==> src/sv/q15l_pkg.sv <==
// Shared constants, types and the log10 ROM for the Q15 log10 unit.
package q15l_pkg;

    localparam int MANT_W  = 15;
    localparam int EXP_W   = 16;
    localparam int RES_W   = 16;
    localparam int SHIFT_W = 4;
    localparam int IDX_W   = 8;
    localparam int ROM_W   = 16;
    localparam int TERM_W  = 13;
    localparam int COEF_W  = 11;

    localparam logic [MANT_W-1:0] NORM_LIMIT = 15'h3fff;
    localparam logic [15:0]       ROUND_HALF = 16'h0040;
    localparam logic [8:0]        ROM_OFFSET = 9'd128;
    localparam logic [COEF_W-1:0] EXP_COEF   = 11'd1228;
    localparam logic [IDX_W-1:0]  ROM_LAST   = 8'd128;

    typedef struct packed {
        logic busy;
        logic done;
    } norm_status_t;

    function automatic logic signed [ROM_W-1:0] log_rom(input logic [IDX_W-1:0] idx);
        logic signed [ROM_W-1:0] v;
        case (idx)
            8'd0:   v = -16'sd9864; 8'd1:   v = -16'sd9753; 8'd2:   v = -16'sd9643;
            8'd3:   v = -16'sd9534; 8'd4:   v = -16'sd9426; 8'd5:   v = -16'sd9318;
            8'd6:   v = -16'sd9212; 8'd7:   v = -16'sd9106; 8'd8:   v = -16'sd9001;
            8'd9:   v = -16'sd8897; 8'd10:  v = -16'sd8793; 8'd11:  v = -16'sd8690;
            8'd12:  v = -16'sd8588; 8'd13:  v = -16'sd8487; 8'd14:  v = -16'sd8387;
            8'd15:  v = -16'sd8287; 8'd16:  v = -16'sd8187; 8'd17:  v = -16'sd8089;
            8'd18:  v = -16'sd7991; 8'd19:  v = -16'sd7894; 8'd20:  v = -16'sd7798;
            8'd21:  v = -16'sd7702; 8'd22:  v = -16'sd7607; 8'd23:  v = -16'sd7512;
            8'd24:  v = -16'sd7418; 8'd25:  v = -16'sd7325; 8'd26:  v = -16'sd7232;
            8'd27:  v = -16'sd7140; 8'd28:  v = -16'sd7048; 8'd29:  v = -16'sd6957;
            8'd30:  v = -16'sd6867; 8'd31:  v = -16'sd6777; 8'd32:  v = -16'sd6688;
            8'd33:  v = -16'sd6599; 8'd34:  v = -16'sd6511; 8'd35:  v = -16'sd6424;
            8'd36:  v = -16'sd6337; 8'd37:  v = -16'sd6250; 8'd38:  v = -16'sd6164;
            8'd39:  v = -16'sd6079; 8'd40:  v = -16'sd5994; 8'd41:  v = -16'sd5909;
            8'd42:  v = -16'sd5825; 8'd43:  v = -16'sd5742; 8'd44:  v = -16'sd5659;
            8'd45:  v = -16'sd5576; 8'd46:  v = -16'sd5494; 8'd47:  v = -16'sd5413;
            8'd48:  v = -16'sd5332; 8'd49:  v = -16'sd5251; 8'd50:  v = -16'sd5171;
            8'd51:  v = -16'sd5091; 8'd52:  v = -16'sd5012; 8'd53:  v = -16'sd4933;
            8'd54:  v = -16'sd4855; 8'd55:  v = -16'sd4777; 8'd56:  v = -16'sd4699;
            8'd57:  v = -16'sd4622; 8'd58:  v = -16'sd4545; 8'd59:  v = -16'sd4469;
            8'd60:  v = -16'sd4393; 8'd61:  v = -16'sd4318; 8'd62:  v = -16'sd4243;
            8'd63:  v = -16'sd4168; 8'd64:  v = -16'sd4093; 8'd65:  v = -16'sd4020;
            8'd66:  v = -16'sd3946; 8'd67:  v = -16'sd3873; 8'd68:  v = -16'sd3800;
            8'd69:  v = -16'sd3728; 8'd70:  v = -16'sd3656; 8'd71:  v = -16'sd3584;
            8'd72:  v = -16'sd3513; 8'd73:  v = -16'sd3442; 8'd74:  v = -16'sd3371;
            8'd75:  v = -16'sd3301; 8'd76:  v = -16'sd3231; 8'd77:  v = -16'sd3161;
            8'd78:  v = -16'sd3092; 8'd79:  v = -16'sd3023; 8'd80:  v = -16'sd2954;
            8'd81:  v = -16'sd2886; 8'd82:  v = -16'sd2818; 8'd83:  v = -16'sd2751;
            8'd84:  v = -16'sd2683; 8'd85:  v = -16'sd2616; 8'd86:  v = -16'sd2550;
            8'd87:  v = -16'sd2483; 8'd88:  v = -16'sd2417; 8'd89:  v = -16'sd2352;
            8'd90:  v = -16'sd2286; 8'd91:  v = -16'sd2221; 8'd92:  v = -16'sd2156;
            8'd93:  v = -16'sd2092; 8'd94:  v = -16'sd2027; 8'd95:  v = -16'sd1963;
            8'd96:  v = -16'sd1900; 8'd97:  v = -16'sd1836; 8'd98:  v = -16'sd1773;
            8'd99:  v = -16'sd1710; 8'd100: v = -16'sd1648; 8'd101: v = -16'sd1586;
            8'd102: v = -16'sd1524; 8'd103: v = -16'sd1462; 8'd104: v = -16'sd1400;
            8'd105: v = -16'sd1339; 8'd106: v = -16'sd1278; 8'd107: v = -16'sd1218;
            8'd108: v = -16'sd1157; 8'd109: v = -16'sd1097; 8'd110: v = -16'sd1037;
            8'd111: v = -16'sd977;  8'd112: v = -16'sd918;  8'd113: v = -16'sd859;
            8'd114: v = -16'sd800;  8'd115: v = -16'sd741;  8'd116: v = -16'sd683;
            8'd117: v = -16'sd625;  8'd118: v = -16'sd567;  8'd119: v = -16'sd509;
            8'd120: v = -16'sd451;  8'd121: v = -16'sd394;  8'd122: v = -16'sd337;
            8'd123: v = -16'sd280;  8'd124: v = -16'sd224;  8'd125: v = -16'sd167;
            8'd126: v = -16'sd111;  8'd127: v = -16'sd55;   8'd128: v = 16'sd10;
            default: v = 16'sd10;
        endcase
        return v;
    endfunction

endpackage

==> src/sv/q15l_norm.sv <==
// Iterative normaliser: shifts the mantissa left one bit a cycle and counts the shifts.
module q15l_norm (
    input  logic                            aclk,
    input  logic                            aresetn,
    input  logic                            start,
    input  logic [q15l_pkg::MANT_W-1:0]     mant,
    output logic [q15l_pkg::MANT_W-1:0]     norm,
    output logic [q15l_pkg::SHIFT_W-1:0]    shifts,
    output q15l_pkg::norm_status_t          status
);
    import q15l_pkg::*;

    logic                busy_reg;
    logic [MANT_W-1:0]   norm_reg;
    logic [SHIFT_W-1:0]  cnt_reg;
    logic                finished;

    // normalised once the value exceeds the limit, i.e. its top bit is set
    assign finished = busy_reg && (norm_reg > NORM_LIMIT);

    always_ff @(posedge aclk) begin
        if (!aresetn) begin
            busy_reg <= 1'b0;
        end else if (start) begin
            busy_reg <= 1'b1;
        end else if (finished) begin
            busy_reg <= 1'b0;
        end
    end

    always_ff @(posedge aclk) begin
        if (start) begin
            norm_reg <= mant;
            cnt_reg  <= '0;
        end else if (busy_reg && !finished) begin
            norm_reg <= {norm_reg[MANT_W-2:0], 1'b0};
            cnt_reg  <= cnt_reg + 1'b1;
        end
    end

    assign norm        = norm_reg;
    assign shifts      = cnt_reg;
    assign status.busy = busy_reg;
    assign status.done = finished;

    a_done_top_bit: assert property (@(posedge aclk) disable iff (!aresetn)
        status.done |-> norm_reg[MANT_W-1])
        else $error("normaliser finished without top bit set");
    a_shift_bound: assert property (@(posedge aclk) disable iff (!aresetn)
        status.done |-> (cnt_reg <= SHIFT_W'(MANT_W - 1)))
        else $error("normaliser shifted too far");
    a_done_clears: assert property (@(posedge aclk) disable iff (!aresetn)
        (status.done && !start) |=> !busy_reg)
        else $error("normaliser stayed busy after finishing");

endmodule

==> src/sv/q15l_log10_unit_top.sv <==
// Top level of the Q15 log10 unit: sequencer, ROM lookup, exponent term and output register.
//
// Usage:
//   Input words (s_mantissa Q15, s_exponent signed) are taken on s_valid && s_ready.
//   Each word gives exactly one result word (m_log_value Q12, m_zero_input) on m_valid.
//   One item is worked at a time; s_ready is high only while the sequencer is idle.
//   A nonzero mantissa with s leading shifts (s = 0..14, one normaliser step per
//   cycle) passes through the NORM, LOOK, MUL and DONE steps before its result
//   shows, and the next word can be taken only once the sequencer is idle again.
//   A zero mantissa skips the normaliser and goes straight to DONE: flag set,
//   value 0, and the next word can be taken once DONE has passed the result on.
//   The exponent term uses one 16x11 multiply, registered before the final subtract.
//   The result sits in an output register, so a new word may be accepted while the
//   previous result waits; if the receiver stalls, the finished item holds in the
//   last sequencer step until the output register frees.
//   Reset (aresetn low, synchronous) empties the sequencer and the output register.
module q15_log10_table_unit (
    input  logic                                aclk,
    input  logic                                aresetn,
    input  logic                                s_valid,
    output logic                                s_ready,
    input  logic [q15l_pkg::MANT_W-1:0]         s_mantissa,
    input  logic signed [q15l_pkg::EXP_W-1:0]   s_exponent,
    output logic                                m_valid,
    input  logic                                m_ready,
    output logic signed [q15l_pkg::RES_W-1:0]   m_log_value,
    output logic                                m_zero_input
);
    import q15l_pkg::*;

    localparam logic [2:0] ST_IDLE = 3'd0;
    localparam logic [2:0] ST_NORM = 3'd1;
    localparam logic [2:0] ST_LOOK = 3'd2;
    localparam logic [2:0] ST_MUL  = 3'd3;
    localparam logic [2:0] ST_DONE = 3'd4;

    logic [2:0]                 state_reg, state_next;
    logic [EXP_W-1:0]           exp_reg;
    logic [EXP_W-1:0]           e_reg;
    logic signed [TERM_W-1:0]   term_reg;
    logic [RES_W-1:0]           prod_reg;
    logic                       zero_reg;
    logic                       m_valid_reg;
    logic signed [RES_W-1:0]    log_reg;
    logic                       flag_reg;

    logic                       in_fire;
    logic                       norm_start;
    logic [MANT_W-1:0]          norm_val;
    logic [SHIFT_W-1:0]         norm_shifts;
    norm_status_t               norm_stat;
    logic [15:0]                round_sum;
    logic [8:0]                 idx_wide;
    logic [IDX_W-1:0]           idx;
    logic signed [ROM_W-1:0]    rom_val;
    logic [EXP_W+COEF_W-1:0]    prod_full;
    logic                       out_free;

    assign s_ready    = (state_reg == ST_IDLE);
    assign in_fire    = s_valid && s_ready;
    assign norm_start = in_fire && (s_mantissa != '0);
    assign out_free   = !m_valid_reg || m_ready;

    q15l_norm u_norm (
        .aclk    (aclk),
        .aresetn (aresetn),
        .start   (norm_start),
        .mant    (s_mantissa),
        .norm    (norm_val),
        .shifts  (norm_shifts),
        .status  (norm_stat)
    );

    // round to the table step, then drop the 0x4000 base
    assign round_sum = {1'b0, norm_val} + ROUND_HALF;
    assign idx_wide  = round_sum[15:7] - ROM_OFFSET;
    assign idx       = (idx_wide > {1'b0, ROM_LAST}) ? ROM_LAST : idx_wide[IDX_W-1:0];
    assign rom_val   = log_rom(idx);
    assign prod_full = e_reg * EXP_COEF;

    always_comb begin
        state_next = state_reg;
        case (state_reg)
            ST_IDLE: begin
                if (in_fire) state_next = (s_mantissa == '0) ? ST_DONE : ST_NORM;
            end
            ST_NORM: begin
                if (norm_stat.done) state_next = ST_LOOK;
            end
            ST_LOOK: state_next = ST_MUL;
            ST_MUL:  state_next = ST_DONE;
            ST_DONE: begin
                if (out_free) state_next = ST_IDLE;
            end
            default: state_next = ST_IDLE;
        endcase
    end

    always_ff @(posedge aclk) begin
        if (!aresetn) begin
            state_reg   <= ST_IDLE;
            m_valid_reg <= 1'b0;
        end else begin
            state_reg <= state_next;
            if (state_reg == ST_DONE && out_free) begin
                m_valid_reg <= 1'b1;
            end else if (m_ready) begin
                m_valid_reg <= 1'b0;
            end
        end
    end

    always_ff @(posedge aclk) begin
        if (in_fire) begin
            exp_reg  <= s_exponent;
            zero_reg <= (s_mantissa == '0);
        end
        if (state_reg == ST_LOOK) begin
            e_reg    <= exp_reg + EXP_W'(norm_shifts);
            term_reg <= TERM_W'(rom_val >>> 3);
        end
        if (state_reg == ST_MUL) begin
            prod_reg <= prod_full[RES_W-1:0];
        end
        if (state_reg == ST_DONE && out_free) begin
            flag_reg <= zero_reg;
            log_reg  <= zero_reg ? '0 : RES_W'(RES_W'(term_reg) - $signed(prod_reg));
        end
    end

    assign m_valid      = m_valid_reg;
    assign m_log_value  = log_reg;
    assign m_zero_input = flag_reg;

    a_zero_path: assert property (@(posedge aclk) disable iff (!aresetn)
        (in_fire && s_mantissa == '0) |=> (state_reg == ST_DONE && zero_reg))
        else $error("zero mantissa did not bypass the normaliser");
    a_nonzero_path: assert property (@(posedge aclk) disable iff (!aresetn)
        (in_fire && s_mantissa != '0) |=> (state_reg == ST_NORM && norm_stat.busy))
        else $error("nonzero mantissa did not start the normaliser");
    a_flag_value: assert property (@(posedge aclk) disable iff (!aresetn)
        (m_valid && m_zero_input) |-> (m_log_value == '0))
        else $error("zero flag with nonzero result");
    a_index_range: assert property (@(posedge aclk) disable iff (!aresetn)
        (state_reg == ST_LOOK) |-> (idx_wide <= {1'b0, ROM_LAST}))
        else $error("ROM index out of range");

endmodule
==> config.mk <==
export PLATFORM = sky130hd
export DESIGN_NAME = q15_log10_table_unit
export DESIGN_NICKNAME = d
export VERILOG_FILES = /design/src/sv/q15l_pkg.sv /design/src/sv/q15l_norm.sv /design/src/sv/q15l_log10_unit_top.sv
export SDC_FILE = /design/constraint.sdc
export NUM_CORES = 1
export LEC_CHECK = 0
export ABC_CLOCK_PERIOD_IN_PS = 5650
export BUFFER_PORTS_ARGS = -buffer_cell sky130_fd_sc_hd__buf_2
export CORE_MARGIN = 1.5
export CORE_UTILIZATION = 47
export CTS_CLUSTER_SIZE = 14
export DETAILED_ROUTE_END_ITERATION = 10
export HOLD_SLACK_MARGIN = 0.02
export PLACE_DENSITY = 0.61
export SETUP_SLACK_MARGIN = 0.2
export SYNTH_ARGS = -nofsm -noshare
export SYNTH_HDL_FRONTEND = slang
export SYNTH_SLANG_ARGS = --single-unit
==> constraint.sdc <==
create_clock -name aclk -period 5.65 [get_ports aclk]
set_input_delay 0 -clock aclk [delete_from_list [all_inputs] [get_ports aclk]]
set_output_delay 0 -clock aclk [all_outputs]
set_load 0.01 [all_outputs]
### Word-level counts from Yosys, hierarchy flattened

Memory sizes are Yosys's and may differ from the RTL's. A register that Yosys moved wholly into a read port is not among the register bits.
Cells that the tools add are included.

| word-level totals | value |
|---|---|
| ROM bits | 4,096 |
| output and inout bits | 19 |
| memories kept | 1 |
| bits of input ports | 35 |
| logic and storage cells | 54 |
| flip-flop bits (word level) | 88 |

| cells by class | value |
|---|---|
| order comparisons | 2 |
| reductions and logical operators | 15 |
| multiplexer cells | 12 |
| multipliers | 1 |
| equal/unequal tests | 7 |
| add/sub/neg operators | 5 |

Memory list:

| name | words | width | read ports | clocked after memory_dff | wr ports | RTL line | source |
|---|---|---|---|---|---|---|---|
| (name not given) | 256 | 16 | 1 | 1 | 0 | q15l_pkg.sv:26 | `case (idx)` |

Operators by type and width:

| operator | count |
|---|---|
| two-way mux 15 bit | 2 |
| adder 15 x 7 -> 16 bit (second input constant) | 1 |
| adder 16 x 4 -> 16 bit | 1 |
| multiplier 16 x 9 -> 14 bit (second input constant) | 1 |
| subtractor 13 x 16 -> 16 bit | 1 |
| greater-than comparator 15 x 14 -> 1 bit (second input constant) | 1 |
| zero test 15 bit | 1 |
| one-hot mux 3 bit (5 select lines) | 1 |
| nonzero test 15 bit | 1 |
| two-way mux 3 bit | 4 |
| greater-than comparator 9 x 8 -> 1 bit (second input constant) | 1 |
| subtractor 9 x 8 -> 9 bit (second input constant) | 1 |
| two-way mux 8 bit | 1 |
| == test 3 x 2 -> 1 bit (second input constant) | 2 |
| nonzero test 2 bit | 3 |
| logical AND 1 bit | 5 |
| adder 4 x 1 -> 4 bit (second input constant) | 1 |
| two-way mux 1 bit | 4 |
| != test 2 x 1 -> 1 bit (second input constant) | 2 |
| == test 3 x 1 -> 1 bit (second input constant) | 1 |
| == test 3 bit (second input constant) | 1 |
| zero test 3 bit | 1 |
| AND reduction 3 bit | 1 |
| zero test 1 bit | 2 |
| other kinds (2) | 2 |

### Logic depth before layout (Yosys ltp)

| logic depth | value |
|---|---|
| depth after elaboration | 6 |
| mapped depth | 18 |
| gate-level depth less buffers | 15 |

### Hierarchy

From an unflattened synthesis, not the netlist that was laid out.

| unflattened totals | value |
|---|---|
| cell total of the unflattened synthesis | 824 |
| area total of the unflattened synthesis | 7,930.1 µm² |

By module, submodules not included:

| module | times used | area an instance (µm²) | cells an instance | seq. area each (µm²) |
|---|---|---|---|---|
| q15_log10_table_unit | 1 | 7,068.0 | 769 | 2,242.2 |
| q15l_norm | 1 | 862.1 | 55 | 550.5 |

### Worst setup path after synthesis

No wires, ideal clock.

| path | value |
|---|---|
| path kind | flip-flop to flip-flop |
| start | register u_norm.norm_reg[6] (netlist: u_norm.norm[6]) |
| end | register term_reg[5], data pin |
| arrival time | 3.937 ns |
| stages on the path, launching flop included | 19 |
| clock period less this slack | 4.211 ns |
| library setup time | 0.274 ns |
| path slack | 1.439 ns |
| buffers on the path | 5 |
| data required time | 5.376 ns |
| path through | edfxtp_1 -> ha_1 -> clkbuf_1 -> nand2_1 -> nor3_1 -> xor2_1 -> ha_1 -> clkbuf_1 -> clkbuf_1 -> nand2_1 -> inv_1 -> ha_1 -> clkbuf_1 -> clkbuf_1 -> nand2_1 -> a21oi_1 -> o22ai_1 -> o41ai_1 -> a31oi_1 |

| between the ends | value |
|---|---|
| longest elaborated chain between the ends | 4 |

Ends and longest elaborated chain:

| item | RTL line | source |
|---|---|---|
| from (decl) | q15l_norm.sv:14 | `logic [MANT_W-1:0] norm_reg;` |
| from (signal assigned) | q15l_norm.sv:33 | `norm_reg <= mant;` |
| from (signal assigned) | q15l_norm.sv:36 | `norm_reg <= {norm_reg[MANT_W-2:0], 1'b0};` |
| adder 15 x 7 -> 16 bit * | q15l_log10_unit_top.sv:75 | `assign round_sum = {1'b0, norm_val} + ROUND_HALF;` |
| subtractor 9 x 8 -> 9 bit * | q15l_log10_unit_top.sv:76 | `assign idx_wide = round_sum[15:7] - ROM_OFFSET;` |
| greater-than comparator 9 x 8 -> 1 bit | q15l_log10_unit_top.sv:77 | `assign idx = (idx_wide > {1'b0, ROM_LAST}) ? ROM_LAST : idx_wide[IDX_W-1:0];` |
| two-way mux 8 bit * | q15l_log10_unit_top.sv:77 |  |
| to (decl) | q15l_log10_unit_top.sv:40 | `logic signed [TERM_W-1:0] term_reg;` |

Every way passes the cells marked *; elsewhere a longest branch is shown, timed or not.
A chain may end at the register's enable or synchronous reset.

### Worst setup path after layout

| path | value |
|---|---|
| start | register u_norm.norm_reg[7] (netlist: u_norm.norm[7]) |
| end | register term_reg[6], data pin |

Same word-level chain as after synthesis.

==> impl_metrics.py <==
metrics = {
    "status": {
        "status": "complete, no violations",
    },
    "yosys": {
        "muxShareOfSynthArea": 0.0141,
        "synthAdderAreaFrac": 0.165,
        "synth_cells": 844,
        "yosysWarnings": 0,
        "yosys_register_bits": 96,
        "yosysSeqAreaShare": 0.357,
        "synth_edf_count": 87,
        "synth_compound_area_frac": 0.170,
        "synth_area_um2": 7830,
        "synth-simple-area-share": 0.170,
        "avgSynthCellArea_um2": 9.28,
        "synth_top_family_by_area": "compound AO/OA/AOI/OAI gates",
        "async_flop_share": 0,
        "ys.flop_type": "edfxtp_1",
        "netlist-cell-type-count": 79,
        "synth_xor_area_frac": 0.0614,
        "synth_nets": 969,
    },
    "global_routing": {
        "grt_antenna_before_repair": 0,
        "grt.total_usage": 0.228,
        "grt_pass1_wl_um": 31700,
        "grt_pass1_vias": 6305,
        "grt_max_degree": 27,
        "gr-total-overflow": 0,
    },
    "clock_network": {
        "numCtsBuffers": 9,
        "h-tree-depth": 3,
        "clk_pin_slew_ns": 0.07,
        "clk_latency_ns": 0.35,
        "clock_sinks": 96,
        "clk_root_buffer_cell": "clkbuf_16",
        "cts_tree": "done",
        "post_cts_resize_count": 0,
        "clockBufferDepth": 2,
    },
    "setup_path": {
        "slowest_stage": "or4b_1",
        "critPathMostFrequentCell": "ha_1",
        "required_ns": 5.85,
        "crit_arrival_ns": 4.90,
        "path_class": "reg -> reg",
        "crit_chain": "ha_1, nand2_1, nor3_1, xor2_1, ha_1, nand2_1, inv_1, ha_1, inv_1, nor2_1, o311ai_0, or4b_1, a21oi_1",
        "critPathLaunchType": "flip-flop",
        "cp-end-kind": "flip-flop",
        "crit_fanout": 15,
        "worst_path_largest_cell_delay_ns": 0.55,
    },
    "pwr": {
        "clkPwrFrac": 0.115,
        "ir_drop_mv": 0.449,
        "p_sw_mw": 2.78,
        "intPower_mw": 2.94,
        "power.leakage_nw": 3.67,
        "combPwrFrac": 0.668,
        "swShare": 0.486,
        "p_seq_frac": 0.217,
        "pwr_density_cell_nw_per_um2": 643,
    },
    "floorplan": {
        "rows": 47,
        "io_pins": 54,
        "core-area_um2": 16400,
        "die_w_um": 132,
        "die_height_um": 132,
        "start_util": 0.477,
        "die_area_um2": 17400,
    },
    "sta": {
        "clock_skew_ns": 0.00940,
        "report.final.slew_viol_count": 0,
        "fin_setup_tns_ns": 0,
        "worst_pin_slew_ns": 1.07,
        "setup_viol": 0,
        "fmax_mhz": 213,
        "setup_ws_ns": 0.946,
        "finalCritPeriodShare": 0.833,
        "rsz0062_at_grt": "no",
        "max_slew_margin": 0.269,
        "hold_viol": 0,
        "finalCriticalPeriod_ns": 4.70,
    },
    "routing": {
        "wire_per_inst_um": 17.1,
        "vias": 6481,
        "drc": 0,
        "final_antenna_net_count": 0,
        "vias_per_cell": 5.74,
        "drt_iter0_drc": 465,
        "firstDrtPassIters": 5,
        "wirelength_um": 19300,
    },
    "layout": {
        "drive_above_1_share": 0.107,
        "n_antenna_cell": 0,
        "largest_reg_flops": 16,
        "area.growth.synth_to_final_pct": 13.6,
        "fillers": 1450,
        "utilization": 0.542,
        "nets": 1030,
    },
    "hold_path": {
        "hp-class": "in -> reg",
    },
    "placement": {
        "place_ws_ns": 1.03,
        "dp_hpwl_um": 14100,
        "port_buffers": 51,
        "gp_congestion": 0.935,
    },
    "job": {
        "maxCapViolations": 0,
    },
}
-- per-layer routing --
layer,global-route usage,up-vias,share of wire
met5,0,-,0
met3,0.0404,38,0.062
met4,0.0790,0,0.022
li1,-,3163,-
met2,0.373,244,0.46
met1,0.304,3036,0.45
-- synthesized netlist by cell type, drive strengths merged, types with 5 or more instances --
cell / n / area share
buf: 14 / 0.011
a21oi: 50 / 0.032
a31oi: 12 / 0.0096
xnor2: 38 / 0.043
xor2: 16 / 0.018
nand3: 24 / 0.016
nand2b: 5 / 0.0040
o21ai: 35 / 0.022
and3: 11 / 0.0094
dfxtp: 9 / 0.023
clkbuf: 31 / 0.015
inv: 76 / 0.036
nor3: 26 / 0.017
a211o: 7 / 0.0078
nand2: 92 / 0.044
nor2b: 16 / 0.013
edfxtp: 87 / 0.33
nand4: 8 / 0.0064
a21o: 7 / 0.0067
fa: 22 / 0.056
o211ai: 12 / 0.012
or3: 8 / 0.0064
mux2i: 6 / 0.0093
o31ai: 9 / 0.0086
and2: 12 / 0.0096
nor4: 7 / 0.0056
nor2: 56 / 0.028
a211oi: 14 / 0.014
ha: 68 / 0.11
-- power by group through the flow --
stage / combinational [mW] / sequential, mW / clock (mW)
final: 3.82 / 1.24 / 0.659
after global routing: 4.23 / 1.26 / 0.695
after CTS: 3.78 / 1.24 / 0.669
after detailed placement: 3.74 / 1.26 / 0
after global placement: 3.70 / 1.25 / 0
after floorplan: 2.87 / 1.19 / 0
-- worst paths after layout --
check	startpoint	to	slack, ns	depth (start not counted)
worst max-delay path	u_norm.norm[7]	term_reg[6]	0.95	13
worst min-delay path	s_valid	state_reg[1]	0.13	4
worst max register to register	u_norm.norm[7]	term_reg[6]	0.95	13
worst min register to register	u_norm.shifts[3]	u_norm.shifts[3]	0.53	2
-- cell type report --
class	instances	area, um2	area share
Sequential cell	96	2790	0.314
Clock buffer	11	233	0.0262
Tap cell	220	275	0.0309
Timing Repair Buffer	95	663	0.0745
Inverter	77	289	0.0325
Multi-Input combinational cell	626	4560	0.512
Clock inverter	5	87.6	0.00985
-- cells in the final DEF (no fill, tap or decap), types with 5 or more instances in the layout --
master / instances
nand2_1: 92
edfxtp_1: 87
inv_1: 75
ha_1: 68
nor2_1: 54
buf_2: 51
a21oi_1: 49
xnor2_1: 37
o21ai_0: 34
dlygate4sd3_1: 31
nor3_1: 26
nand3_1: 23
fa_1: 22
xor2_1: 16
nor2b_1: 16
a211oi_1: 13
buf_4: 13
o211ai_1: 12
a31oi_1: 12
and2_1: 11
and3_1: 10
o31ai_1: 9
clkbuf_16: 9
dfxtp_1: 9
or3_1: 8
nand4_1: 8
a21o_1: 7
nor4_1: 7
a211o_1: 7
nand2b_1: 5
-- logic make-up (layout without fill, tap and decap cells) --
logic type      Yosys count  count (layout)
compound gates          197             197
xor+xnor                 54              54
fa+ha+maj                90              90
buf+inv                 122             188
flops                    96              96
mux                       9               9
simple gates            276             276
-- critical path, delay by kind of cell (launching register included) --
kind	cells	cell delay, ns
and+or+nand+nor	5	1.69
buffers and inverters	2	0.51
DFF	1	0.43
adders and majority gates	3	1.43
AOI/OAI and AO/OA	2	0.29
xor gates and xnor gates	1	0.22
-- metrics by stage --
stage	instance area [um2]	hold slack (ns)	total power [mW]	std cells
global route	8900	0.152	6.19	1130
floorplan	7830	0.0989	4.06	844
finish	8900	0.134	5.72	1130
CTS	8900	0.113	5.69	1130
global placement	8270	0.176	4.95	1083
detailed placement	8270	0.178	4.99	1083
-- timing repair --
item | CTS | global route
setup endpoints to repair | 0 | 0
buffers inserted | 0 | 0
endpoints found under the hold margin | 34 | 0
hold buffers | 31 | 0
Note: power is estimated with default switching activity, not from simulation.
